==> config.mk <==
export PLATFORM = sky130hd
export DESIGN_NAME = terrain_patch_stitch_indices
export DESIGN_NICKNAME = d
export VERILOG_FILES = /design/src/hdl/tpsi_pkg.sv /design/src/hdl/tpsi_front.sv /design/src/hdl/tpsi_queue.sv /design/src/hdl/tpsi_back.sv /design/src/hdl/terrain_patch_stitch_indices.sv
export VERILOG_INCLUDE_DIRS = /design/src /design/src/hdl
export SDC_FILE = /design/constraint.sdc
export NUM_CORES = 1
export LEC_CHECK = 0
export ABC_AREA = 1
export BUFFER_PORTS_ARGS = -buffer_cell sky130_fd_sc_hd__buf_4
export CORE_MARGIN = 2
export CORE_UTILIZATION = 55
export DETAILED_ROUTE_END_ITERATION = 10
export PLACE_DENSITY_LB_ADDON = 0.1
export REMOVE_ABC_BUFFERS = 1
export SYNTH_ARGS = -nofsm -noshare
export SYNTH_HDL_FRONTEND = slang
export SYNTH_SLANG_ARGS = --single-unit
==> constraint.sdc <==
create_clock -name clk -period 9.88 [get_ports clk]
set_input_delay 1.976 -clock clk [delete_from_list [all_inputs] [get_ports clk]]
set_output_delay 1.976 -clock clk [all_outputs]
set_load 0.005 [all_outputs]
==> src/hdl/assert_macros.svh <==
// Assertion macros used by the top level to check the stitching logic.
`ifndef ASSERT_MACROS_SVH
`define ASSERT_MACROS_SVH

// Property that must hold at every clock edge outside reset.
`define ASSERT_CLK(lbl, clk, rst_n, prop, msg) \
	lbl: assert property (@(posedge clk) disable iff (!rst_n) prop) else $error(msg);

// Condition that must never be seen at a clock edge outside reset.
`define ASSERT_NEVER(lbl, clk, rst_n, cond, msg) \
	lbl: assert property (@(posedge clk) disable iff (!rst_n) !(cond)) else $error(msg);

`endif

==> src/hdl/tpsi_pkg.sv <==
// Types, constants and the triangle shape table of the patch stitching block.
`default_nettype none

package tpsi_pkg;

	localparam int unsigned QUEUE_DEPTH = 2;
	localparam int unsigned QPTR_W = (QUEUE_DEPTH > 1) ? $clog2(QUEUE_DEPTH) : 1;
	localparam int unsigned QCNT_W = $clog2(QUEUE_DEPTH + 1);

	localparam logic [7:0] DIVS_RESET = 8'd16;
	localparam int unsigned VTX_W = 15;

	// Side codes follow the order in which a cell's triangles leave the block.
	localparam logic [1:0] SIDE_NORTH = 2'd0;
	localparam logic [1:0] SIDE_SOUTH = 2'd1;
	localparam logic [1:0] SIDE_EAST  = 2'd2;
	localparam logic [1:0] SIDE_WEST  = 2'd3;

	// Grid row and column of a vertex, relative to the cell's top-left point.
	localparam logic [1:0] ROW_TOP = 2'd0;
	localparam logic [1:0] ROW_MID = 2'd1;
	localparam logic [1:0] ROW_BOT = 2'd2;
	localparam logic [1:0] COL_LEFT  = 2'd0;
	localparam logic [1:0] COL_MID   = 2'd1;
	localparam logic [1:0] COL_RIGHT = 2'd2;

	typedef struct packed {
		logic             bad;
		logic [3:0]       stitch;
		logic [VTX_W-1:0] r0;
		logic [7:0]       w;
		logic [6:0]       j;
	} cmd_t;

	typedef struct packed {
		logic [1:0] row;
		logic [1:0] col;
	} vpos_t;

	typedef struct packed {
		vpos_t a;
		vpos_t c;
	} shape_t;

	typedef struct packed {
		logic full;
		logic valid;
	} q_status_t;

	typedef struct packed {
		logic busy;
		logic finishing;
	} back_status_t;

	// Outer two vertices of one triangle; the second vertex is always the centre.
	function automatic shape_t tri_shape(input logic [1:0] side, input logic half,
	                                     input logic stitched);
		shape_t s;
		s = '0;
		case (side)
			SIDE_NORTH: begin
				if (stitched) begin
					s.a = '{ROW_TOP, COL_RIGHT}; s.c = '{ROW_TOP, COL_LEFT};
				end else if (!half) begin
					s.a = '{ROW_TOP, COL_MID};   s.c = '{ROW_TOP, COL_LEFT};
				end else begin
					s.a = '{ROW_TOP, COL_RIGHT}; s.c = '{ROW_TOP, COL_MID};
				end
			end
			SIDE_SOUTH: begin
				if (stitched) begin
					s.a = '{ROW_BOT, COL_LEFT};  s.c = '{ROW_BOT, COL_RIGHT};
				end else if (!half) begin
					s.a = '{ROW_BOT, COL_LEFT};  s.c = '{ROW_BOT, COL_MID};
				end else begin
					s.a = '{ROW_BOT, COL_MID};   s.c = '{ROW_BOT, COL_RIGHT};
				end
			end
			SIDE_EAST: begin
				if (stitched) begin
					s.a = '{ROW_BOT, COL_RIGHT}; s.c = '{ROW_TOP, COL_RIGHT};
				end else if (!half) begin
					s.a = '{ROW_MID, COL_RIGHT}; s.c = '{ROW_TOP, COL_RIGHT};
				end else begin
					s.a = '{ROW_BOT, COL_RIGHT}; s.c = '{ROW_MID, COL_RIGHT};
				end
			end
			default: begin
				if (stitched) begin
					s.a = '{ROW_TOP, COL_LEFT};  s.c = '{ROW_BOT, COL_LEFT};
				end else if (!half) begin
					s.a = '{ROW_TOP, COL_LEFT};  s.c = '{ROW_MID, COL_LEFT};
				end else begin
					s.a = '{ROW_MID, COL_LEFT};  s.c = '{ROW_BOT, COL_LEFT};
				end
			end
		endcase
		return s;
	endfunction

endpackage

`default_nettype wire

==> src/hdl/tpsi_front.sv <==
// Front end: classifies an incoming cell and computes its first row base.
`default_nettype none

module tpsi_front
	import tpsi_pkg::*;
(
	input  wire logic [5:0] cell_row,
	input  wire logic [5:0] cell_col,
	input  wire logic [3:0] edge_mask,
	input  wire logic [7:0] divs,
	output cmd_t            cmd
);

	logic [6:0] i;
	logic [6:0] j;
	logic [7:0] w;
	logic [7:0] edge_last;

	assign i = {cell_row, 1'b0};
	assign j = {cell_col, 1'b0};
	assign w = divs + 8'd1;
	// Wraps when divs is zero, but then every cell is already out of the grid.
	assign edge_last = divs - 8'd2;

	always_comb begin
		cmd.bad       = ({1'b0, i} >= divs) || ({1'b0, j} >= divs);
		cmd.stitch[0] = edge_mask[0] && (i == 7'd0);
		cmd.stitch[1] = edge_mask[1] && ({1'b0, i} == edge_last);
		cmd.stitch[2] = edge_mask[2] && ({1'b0, j} == edge_last);
		cmd.stitch[3] = edge_mask[3] && (j == 7'd0);
		cmd.r0        = VTX_W'(i) * VTX_W'(w);
		cmd.w         = w;
		cmd.j         = j;
	end

endmodule

`default_nettype wire

==> src/hdl/tpsi_queue.sv <==
// Short request queue between the front end and the triangle sequencer.
`default_nettype none

module tpsi_queue
	import tpsi_pkg::*;
(
	input  wire logic clk,
	input  wire logic arst_n,
	input  wire logic push,
	input  wire cmd_t wdata,
	input  wire logic pop,
	output cmd_t      rdata,
	output q_status_t status
);

	cmd_t              mem_q [QUEUE_DEPTH];
	logic [QPTR_W-1:0] wr_ptr_q;
	logic [QPTR_W-1:0] rd_ptr_q;
	logic [QCNT_W-1:0] count_q;

	function automatic logic [QPTR_W-1:0] next_ptr(input logic [QPTR_W-1:0] p);
		if (p == QPTR_W'(QUEUE_DEPTH - 1))
			return '0;
		return p + QPTR_W'(1);
	endfunction

	always_ff @(posedge clk) begin
		if (push)
			mem_q[wr_ptr_q] <= wdata;
	end

	always_ff @(posedge clk or negedge arst_n) begin
		if (!arst_n) begin
			wr_ptr_q <= '0;
			rd_ptr_q <= '0;
			count_q  <= '0;
		end else begin
			if (push)
				wr_ptr_q <= next_ptr(wr_ptr_q);
			if (pop)
				rd_ptr_q <= next_ptr(rd_ptr_q);
			if (push && !pop)
				count_q <= count_q + QCNT_W'(1);
			else if (pop && !push)
				count_q <= count_q - QCNT_W'(1);
		end
	end

	assign rdata        = mem_q[rd_ptr_q];
	assign status.full  = (count_q == QCNT_W'(QUEUE_DEPTH));
	assign status.valid = (count_q != '0);

endmodule

`default_nettype wire

==> src/hdl/tpsi_back.sv <==
// Back end: walks a cell's sides and emits one triangle per cycle while out_stall is low.
`default_nettype none

module tpsi_back
	import tpsi_pkg::*;
(
	input  wire logic              clk,
	input  wire logic              arst_n,
	input  wire cmd_t              head,
	input  wire logic              head_valid,
	output logic                   pop,
	input  wire logic              out_stall,
	output logic                   out_valid,
	output logic [VTX_W-1:0]       vertex_a,
	output logic [VTX_W-1:0]       vertex_b,
	output logic [VTX_W-1:0]       vertex_c,
	output logic                   last_of_cell,
	output logic                   bad_cell,
	output back_status_t           status
);

	logic             busy_q;
	logic             bad_q;
	logic [3:0]       stitch_q;
	logic [VTX_W-1:0] rj0_q;
	logic [VTX_W-1:0] rj1_q;
	logic [VTX_W-1:0] rj2_q;
	logic [2:0]       step_q;
	logic             out_valid_q;
	logic [VTX_W-1:0] va_q;
	logic [VTX_W-1:0] vb_q;
	logic [VTX_W-1:0] vc_q;
	logic             last_q;
	logic             bad_out_q;

	logic [1:0]       side;
	logic             half;
	logic             st;
	logic             last_now;
	logic             adv;
	logic [2:0]       next_step;
	shape_t           shape;
	logic [VTX_W-1:0] va;
	logic [VTX_W-1:0] vc;

	function automatic logic [VTX_W-1:0] pick(input vpos_t v, input logic [VTX_W-1:0] b0,
	                                          input logic [VTX_W-1:0] b1,
	                                          input logic [VTX_W-1:0] b2);
		logic [VTX_W-1:0] base;
		case (v.row)
			ROW_TOP: base = b0;
			ROW_MID: base = b1;
			default: base = b2;
		endcase
		return base + VTX_W'(v.col);
	endfunction

	assign side      = step_q[2:1];
	assign half      = step_q[0];
	assign st        = stitch_q[side];
	assign last_now  = bad_q || ((side == SIDE_WEST) && (st || half));
	// A stitched side has a single triangle, so the walk jumps to the next side.
	assign next_step = st ? {side + 2'd1, 1'b0} : step_q + 3'd1;
	assign shape     = tri_shape(side, half, st);
	assign va        = pick(shape.a, rj0_q, rj1_q, rj2_q);
	assign vc        = pick(shape.c, rj0_q, rj1_q, rj2_q);

	assign adv = busy_q && (!out_valid_q || !out_stall);
	assign pop = head_valid && (!busy_q || (adv && last_now));

	always_ff @(posedge clk or negedge arst_n) begin
		if (!arst_n) begin
			busy_q      <= 1'b0;
			step_q      <= '0;
			out_valid_q <= 1'b0;
		end else begin
			if (pop) begin
				busy_q <= 1'b1;
				step_q <= '0;
			end else if (adv && last_now) begin
				busy_q <= 1'b0;
			end else if (adv) begin
				step_q <= next_step;
			end
			if (adv)
				out_valid_q <= 1'b1;
			else if (!out_stall)
				out_valid_q <= 1'b0;
		end
	end

	always_ff @(posedge clk) begin
		if (pop) begin
			bad_q    <= head.bad;
			stitch_q <= head.stitch;
			rj0_q    <= head.r0 + VTX_W'(head.j);
			rj1_q    <= head.r0 + VTX_W'(head.w) + VTX_W'(head.j);
			rj2_q    <= head.r0 + VTX_W'({head.w, 1'b0}) + VTX_W'(head.j);
		end
		if (adv) begin
			va_q      <= bad_q ? '0 : va;
			vb_q      <= bad_q ? '0 : rj1_q + VTX_W'(1);
			vc_q      <= bad_q ? '0 : vc;
			last_q    <= last_now;
			bad_out_q <= bad_q;
		end
	end

	assign out_valid        = out_valid_q;
	assign vertex_a         = va_q;
	assign vertex_b         = vb_q;
	assign vertex_c         = vc_q;
	assign last_of_cell     = last_q;
	assign bad_cell         = bad_out_q;
	assign status.busy      = busy_q;
	assign status.finishing = adv && last_now;

endmodule

`default_nettype wire

==> src/hdl/terrain_patch_stitch_indices.sv <==
// Top level of the terrain patch stitching index generator.
//
//  channel   direction  handshake          payload
//  in        request    in_valid/in_stall  cell_row, cell_col, edge_mask
//  out       result     out_valid/out_stall vertex_a/b/c, last_of_cell, bad_cell
//  cfg       write      cfg_valid/cfg_ready cfg_data (divisions)
//
// A cell gives 4 to 8 triangles from the back-end sequencer, one per cycle while out_stall
// is low; a cell outside the grid gives one. A request passes through the queue and the
// sequencer's cell registers before its first triangle is registered. Reset sets divisions
// to 16 and empties the queue; there is no clearing pass. The two-entry queue keeps requests
// flowing while out_stall holds the output register, and in_stall rises only when that queue is full.
`default_nettype none
`include "assert_macros.svh"

module terrain_patch_stitch_indices
	import tpsi_pkg::*;
#(
	parameter int unsigned MAX_DIVS = 128
) (
	input  wire logic              clk,
	input  wire logic              arst_n,
	input  wire logic              in_valid,
	output logic                   in_stall,
	input  wire logic [5:0]        cell_row,
	input  wire logic [5:0]        cell_col,
	input  wire logic [3:0]        edge_mask,
	output logic                   out_valid,
	input  wire logic              out_stall,
	output logic [VTX_W-1:0]       vertex_a,
	output logic [VTX_W-1:0]       vertex_b,
	output logic [VTX_W-1:0]       vertex_c,
	output logic                   last_of_cell,
	output logic                   bad_cell,
	input  wire logic              cfg_valid,
	output logic                   cfg_ready,
	input  wire logic [7:0]        cfg_data
);

	localparam logic [7:0] DivCap = 8'(MAX_DIVS - MAX_DIVS % 2);

	logic [7:0]   divisions_q;
	logic [7:0]   divs_even;
	logic [7:0]   divs;
	cmd_t         front_cmd;
	cmd_t         head;
	logic         push;
	logic         pop;
	q_status_t    q_status;
	back_status_t back_status;

	assign cfg_ready = 1'b1;

	always_ff @(posedge clk or negedge arst_n) begin
		if (!arst_n)
			divisions_q <= DIVS_RESET;
		else if (cfg_valid && cfg_ready)
			divisions_q <= cfg_data;
	end

	assign divs_even = divisions_q & 8'hFE;
	assign divs      = (divs_even > DivCap) ? DivCap : divs_even;

	assign in_stall = q_status.full;
	assign push     = in_valid && !in_stall;

	tpsi_front u_front (
		.cell_row  (cell_row),
		.cell_col  (cell_col),
		.edge_mask (edge_mask),
		.divs      (divs),
		.cmd       (front_cmd)
	);

	tpsi_queue u_queue (
		.clk    (clk),
		.arst_n (arst_n),
		.push   (push),
		.wdata  (front_cmd),
		.pop    (pop),
		.rdata  (head),
		.status (q_status)
	);

	tpsi_back u_back (
		.clk          (clk),
		.arst_n       (arst_n),
		.head         (head),
		.head_valid   (q_status.valid),
		.pop          (pop),
		.out_stall    (out_stall),
		.out_valid    (out_valid),
		.vertex_a     (vertex_a),
		.vertex_b     (vertex_b),
		.vertex_c     (vertex_c),
		.last_of_cell (last_of_cell),
		.bad_cell     (bad_cell),
		.status       (back_status)
	);

	// An out-of-grid cell gives exactly one result, all vertices zero.
	`ASSERT_CLK(a_bad_is_single, clk, arst_n, out_valid && bad_cell |-> last_of_cell && vertex_a == '0 && vertex_b == '0 && vertex_c == '0, "bad cell result malformed")
	// The sequencer may only take a request the queue actually holds.
	`ASSERT_NEVER(a_pop_empty, clk, arst_n, pop && !q_status.valid, "pop from empty queue")
	// The final triangle of a cell shows up in the next cycle with its mark.
	`ASSERT_CLK(a_finish_marked, clk, arst_n, back_status.finishing |=> out_valid && last_of_cell, "cell end not marked")
	// While a triangle that is not the last waits at the output, the sequencer still owns that cell.
	`ASSERT_CLK(a_more_pending, clk, arst_n, out_valid && !last_of_cell |-> back_status.busy, "cell ended early")

endmodule

`default_nettype wire

==> results.json, run 1 <==
{
  "fp-row-count": 53,
  "grt_max_degree": 52,
  "core_area_sq_um": 20820,
  "die-area_sq_um": 22180,
  "async_flop_share": 0.09249,
  "ys.flop_type": "edfxtp_1",
  "ir_drop_mv": 0.1711,
  "yosys_warnings": 0,
  "cp-endpoint": "u_queue.mem_q[0][27]",
  "yosysSeqAreaShare": 0.4429,
  "placed_cell_area_sq_um": 12400,
  "setup_viol": 0,
  "crit_type": "reg -> reg",
  "fmaxAchievable_mhz": 184.7,
  "slew_headroom": 0.3463,
  "post-cts-setup-buffers": 0,
  "syn-mean-instance-area_sq_um": 9.331,
  "grt_pass1_vias": 7954,
  "reg2reg_slack_ns": 4.47,
  "vias": 8130,
  "io_buffer_count": 75,
  "gp_congestion": 0.9157,
  "fin_nets": 1464,
  "fp.dieH_um": 148.9,
  "holdBufCountCts": 0,
  "skew_ns": 0.01279,
  "fill_cells": 1829,
  "power_leakage_nw": 5.920,
  "overflow": 0,
  "hold_path.class": "reg -> reg",
  "r2r_start": "divisions_q[1]",
  "io_pins": 79,
  "synth_seq_cells": 173,
  "rr_worst_depth": 23,
  "clock_latency_ns": 0.44,
  "syn_to_final_growth_pct": 12.46,
  "grt_pass1_wl_mm": 38.37,
  "grt.total_usage": 0.2200,
  "synthCells": 1238,
  "post_cts_resize_count": 0,
  "dr.pass1.iters": 7,
  "synth_cell_types": 46,
  "period_share": 0.5480,
  "status": "finished clean",
  "r2r-end": "u_queue.mem_q[0][27]",
  "finalHoldViolations": 0,
  "htreeDepth": 4,
  "cts.sinks": 173,
  "synth_edf_count": 157,
  "crit_path_start": "divisions_q[1]",
  "crit_arrival_ns": 5.69,
  "clock-root-buffer": "clkbuf_16",
  "drt_iter0_drc": 520,
  "drive_gt1_frac": 0.1512,
  "crit_fanout": 8,
  "antenna_found_initial": 0,
  "rsz0062_at_grt": "false",
  "setup.worst_path.end_class": "flip-flop",
  "tightest_slew_ns": 0.9805,
  "cap_violations": 0,
  "cts_tree": "built",
  "crit_required_ns": 10.16,
  "syn_area_sq_um": 11550,
  "routed_wl_mm": 22.78,
  "cts.path.max_buffers": 2,
  "period_needed_ns": 5.414,
  "die_w_um": 148.9,
  "design_area_sq_um": 12990,
  "fin_setup_tns_ns": 0,
  "post_drt_via_cell_ratio": 5.069,
  "crit_path_start_kind": "flip-flop",
  "clkTransAtPathRegs_ns": 0.08,
  "slew_viol_final": 0,
  "drc_errors": 0,
  "start_util": 0.5548,
  "cts_made_buffers": 17,
  "n_antenna_cell": 0,
  "post-dp-hpwl_mm": 17.66,
  "antenna_left": 0,
  "power_density_nw_per_um2": 365.9,
  "wl_per_cell_um": 14.20
}
[worst min path at each step]
stage                        from          endpoint  slack, ns  cells after the start
finish              u_back.busy_q  u_back.out_valid       0.49                      2
global route        u_back.busy_q  u_back.out_valid       0.52                      2
CTS                 u_back.busy_q  u_back.out_valid       0.50                      2
detailed placement  u_back.busy_q  u_back.out_valid       0.48                      2
global placement    u_back.busy_q  u_back.out_valid       0.47                      2
floorplan           u_back.busy_q  u_back.out_valid       0.43                      2
[state kept, by name (all words and copies together), names as in the netlist]
signal               count
u_back.stitch_q          4
u_back.out_valid         1
u_queue.rd_ptr_q         1
u_queue.mem_q           64
u_queue.wr_ptr_q         1
u_back.step_q            3
u_back.rj1_q            14
u_back.vertex_a         15
u_back.rj0_q            14
u_back.vertex_c         15
u_queue.count_q          2
u_back.bad_cell          1
u_back.busy_q            1
u_back.last_of_cell      1
divisions_q              7
u_back.vertex_b         14
u_back.bad_q             1
u_back.rj2_q            14
[cell usage after synthesis, drive strengths merged (4+ instances only)]
cell    count  area share
nand3      65       0.037
o22ai       5      0.0027
xor2       46       0.035
inv       211       0.069
nor3       13      0.0061
o21bai      6      0.0039
xnor2       9      0.0068
or2        14      0.0076
nor4        4      0.0022
nand4      13      0.0076
dfrtp      15       0.032
fa         41       0.071
nor2      127       0.048
o21a        6      0.0039
a21oi      82       0.037
ha         78       0.084
nand2     257       0.092
edfxtp    157        0.41
clkbuf     14      0.0045
buf         8      0.0071
o21ai      48       0.021
[critical path: stages (launching register included)]
cell and delay, ns:
dfrtp_1 0.39, nor3_2 0.27, nand2_1 0.11, nand2_1 0.09, inv_2 0.08, nor2_1 0.64, inv_1 0.27, nor2_1 0.21
fa_1 0.46, fa_1 0.49, inv_1 0.05, fa_1 0.52, inv_1 0.04, ha_1 0.32, a21oi_1 0.21, o21ai_0 0.10
a21oi_1 0.21, nor2_1 0.06, o21ai_0 0.15, nand2_1 0.10, a21oi_1 0.13, nor2_1 0.05, nor2_1 0.10, xor2_1 0.18
[cell type report]
class	instances	area [sq um]	share of cell area
clock buffer	17	425.4	0.03275
clock inverter	15	168.9	0.01300
inverter	214	803.3	0.06183
multi-input combinational	829	5525	0.4253
sequential	173	5116	0.3938
tap	275	344.1	0.02649
timing repair buffer	81	608.1	0.04681
[layer usage]
| metal | track usage | wire length [um] | vias to the layer above |
|---|---|---|---|
| met4 | 0.1048 | 930 | 0 |
| li1 | - | - | 4169 |
| met1 | 0.2729 | 9888 | 3718 |
| met3 | 0.02966 | 717 | 56 |
| met5 | 0 | 0 | - |
| met2 | 0.3813 | 11250 | 187 |
[kinds of logic after synthesis]
group	Yosys count	synth area share
and+or+nand+nor	496	0.2025
buffers and inverters	236	0.08123
DFF	173	0.4429
AOI/OAI and AO/OA	155	0.07376
adders and majority gates	119	0.1555
xor gates and xnor gates	55	0.04170
other	2	0.0006501
muxes	2	0.001733
[cell usage in the layout (no fill, tap or decap), types with 9 or more instances in the layout]
| cell type | netlist | routed |
|---|---|---|
| a21oi_1 | 78 | 76 |
| buf_4 | 2 | 81 |
| clkbuf_16 | 0 | 17 |
| dfrtp_1 | 15 | 15 |
| edfxtp_1 | 157 | 157 |
| fa_1 | 41 | 41 |
| ha_1 | 78 | 78 |
| inv_1 | 205 | 205 |
| nand2_1 | 235 | 235 |
| nand2_2 | 15 | 15 |
| nand3_1 | 50 | 50 |
| nand3_2 | 11 | 11 |
| nand4_1 | 12 | 12 |
| nor2_1 | 106 | 104 |
| nor2_2 | 16 | 18 |
| nor3_1 | 12 | 12 |
| o21ai_0 | 46 | 46 |
| or2_2 | 13 | 13 |
| xnor2_1 | 9 | 9 |
| xor2_1 | 46 | 46 |
[through the flow]
stage          hold slack, ns  setup slack, ns    util  power (W)  std cells
2_1_floorplan          0.4324            1.670       -   0.003389       1216
3_3_place_gp           0.4722            4.053  0.5954   0.004061       1572
3_5_place_dp           0.4815            3.997  0.5954   0.004117       1572
4_1_cts                0.4984            4.448  0.6239   0.004789       1604
5_1_grt                0.5209            4.046  0.6239   0.005217       1604
6_report               0.4937            4.466  0.6239   0.004754       1604
[report_power, final]
part / internal (W) / leakage, nW / total (W) / switching, W
clock: 0.000341 / 0.292 / 0.000658 / 0.000317
combinational: 0.000969 / 3.93 / 0.00264 / 0.00167
sequential: 0.00134 / 1.70 / 0.00146 / 0.000115
total: 0.00265 / 5.92 / 0.00475 / 0.00210
No activity file was read; power rests on OpenSTA's default activity.
==> inputs of run 2 (changes only) <==
- clock period: 9.88 -> 4.5 ns (I/O delays scaled with it)
==> results.json, run 2 (same netlist as run 1, synthesis figures left out) <==
{
  "grt.total_usage": 0.2310,
  "core_area_sq_um": 20820,
  "fin_setup_tns_ns": -0.3397,
  "rr_worst_depth": 24,
  "post-dp-hpwl_mm": 19.04,
  "die-area_sq_um": 22180,
  "antenna_left": 0,
  "power_density_nw_per_um2": 783.8,
  "p_total_w": 0.01079,
  "crit_fanout": 7,
  "crit_arrival_ns": 4.76,
  "regArea_sq_um": 5116,
  "design_area_sq_um": 13770,
  "wl_per_cell_um": 14.59,
  "fp.dieH_um": 148.9,
  "clock-root-buffer": "clkbuf_16",
  "io_pins": 79,
  "multi_input_area_sq_um": 5754,
  "syn_to_final_growth_pct": 19.18,
  "fin_nets": 1531,
  "fill_cells": 1744,
  "ir_drop_mv": 0.3786,
  "cap_violations": 0,
  "largest_reg_flops": 64,
  "overflow": 0,
  "setup.worst_path.end_class": "flip-flop",
  "clock_latency_ns": 0.44,
  "cts.sinks": 173,
  "cp_num_cells": 24,
  "holdBufCountCts": 0,
  "instances_no_fill": 1671,
  "post-place-cells": 1631,
  "antenna_found_initial": 0,
  "crit_type": "reg -> reg",
  "critPathSlowestCell": "fa_1",
  "hold_path.class": "in -> async",
  "grt_max_degree": 51,
  "post_drt_via_cell_ratio": 5.057,
  "cts.path.max_buffers": 2,
  "slew_headroom": 0.4944,
  "status": "finished, violations left",
  "drive_gt1_frac": 0.2314,
  "power_leakage_nw": 6.259,
  "path_cells": "nor3_2 > nand2_1 > nand2_2 > clkinv_4 > nor2_4 > buf_6 > nand2_2 > fa_1 > inv_2 > fa_1 > inv_2 > fa_2 > inv_2 > ha_4 > nand2_2 > nor3_2 > a21oi_2 > nor2_1 > o21ai_1 > nand2_1 > a21oi_1 > nor2_1 > nor2_1 > xor2_1",
  "layout_common_cells": "231 x nand2_1, 192 x inv_1, 157 x edfxtp_1",
  "cpLargestDelayFamily": "adder cells",
  "dr.pass1.iters": 5,
  "tightest_slew_ns": 0.7576,
  "htreeDepth": 4,
  "io_buffer_count": 75,
  "fp-row-count": 53,
  "rsz0062_at_grt": "true",
  "period_needed_ns": 4.575,
  "gp_congestion": 0.9394,
  "drc_errors": 0,
  "start_util": 0.5548,
  "placed_cell_area_sq_um": 12840,
  "top_register": "u_queue.mem_q",
  "violations": "setup timing",
  "slowest_delay_ns": 0.54,
  "cts_made_buffers": 17,
  "setup_viol": 6,
  "clkTransAtPathRegs_ns": 0.08,
  "skew_ns": 0.01497,
  "final_core_util": 0.6612,
  "fin_ws_ns": -0.07504,
  "die_w_um": 148.9,
  "fmaxAchievable_mhz": 218.6,
  "period_share": 1.017,
  "finalHoldViolations": 0,
  "crit_path_start_kind": "flip-flop",
  "grt_pass1_wl_mm": 39.77,
  "final_common_cell": "nand2_1",
  "cts_tree": "built",
  "slew_viol_final": 0,
  "crit_buf_inv": 5,
  "grt_pass1_vias": 8161,
  "routed_wl_mm": 24.38,
  "vias": 8450,
  "n_antenna_cell": 0,
  "drt_iter0_drc": 485,
  "crit_required_ns": 4.69
}
-- run 2: cell count changes in the layout (fill, tap and decap cells not counted), moves of 9 or more --
cell | previous run | this run
nor2_4 | 5 | 14
nor2_1 | 104 | 85
nor2_2 | 18 | 28
inv_2 | 6 | 16
inv_1 | 205 | 192
buf_4 | 81 | 142
-- run 2: stage by stage --
step                      worst slack [ns]  hold slack (ns)
after floorplan                     -2.634           0.4324
after global routing               -0.2755           0.3005
final                             -0.07504           0.3030
after detailed placement           -0.2022           0.5029
after global placement             -0.1700           0.4735
after CTS                         0.007286           0.3059
-- run 2: report_power, final --
group          total (W)  internal [W]  switching (W)
sequential       0.00316       0.00294       0.000219
combinational    0.00615       0.00231        0.00384
clock            0.00149      0.000784       0.000701
total             0.0108       0.00604        0.00476
-- run 2: area by class of cell --
| cell class | count | share of cell area |
|---|---|---|
| Clock buffer | 18 | 0.03272 |
| Clock inverter | 14 | 0.01136 |
| Inverter | 214 | 0.05907 |
| Multi-Input combinational cell | 829 | 0.4179 |
| Sequential cell | 173 | 0.3716 |
| Tap cell | 275 | 0.02499 |
| Timing Repair Buffer | 148 | 0.08233 |
-- run 2: worst paths after layout --
| check | from | endpoint | slack, ns |
|---|---|---|---|
| setup / recovery | divisions_q[5] | u_queue.mem_q[0][27] | -0.08 |
| min in group clk | u_back.busy_q | u_back.out_valid | 0.51 |
| hold / removal | arst_n | divisions_q[1] | 0.30 |
| max in group asynchronous | arst_n | divisions_q[4] | 3.95 |
| setup reg to reg | divisions_q[5] | u_queue.mem_q[0][27] | -0.08 |
| hold reg to reg | u_back.busy_q | u_back.out_valid | 0.51 |
-- run 2: worst reg2reg max path, cell delays in order (launching register included) --
cell,delay (ns)
dfrtp_1,0.40
nor3_2,0.26
nand2_1,0.13
nand2_2,0.12
clkinv_4,0.13
nor2_4,0.15
buf_6,0.13
nand2_2,0.06
fa_1,0.54
inv_2,0.04
fa_1,0.54
inv_2,0.04
fa_2,0.52
inv_2,0.04
ha_4,0.26
nand2_2,0.07
nor3_2,0.15
a21oi_2,0.10
nor2_1,0.11
o21ai_1,0.07
nand2_1,0.09
a21oi_1,0.07
nor2_1,0.11
nor2_1,0.06
xor2_1,0.14
-- run 2: timing repair --
action	CTS	global route
hold endpoints to repair	0	0
buffers inserted	4	4
pin swaps	5	42
endpoints found under the setup margin	8	9
resized for setup	8	72
-- run 2: routing by layer --
layer	global-route usage	part of all wire	wire length, um	vias to the layer above
met5	0	0	0	-
met4	0.1038	0.035	864	0
met3	0.03303	0.034	840	52
met2	0.4175	0.52	12590	197
met1	0.2727	0.41	10090	3896
li1	-	-	-	4305
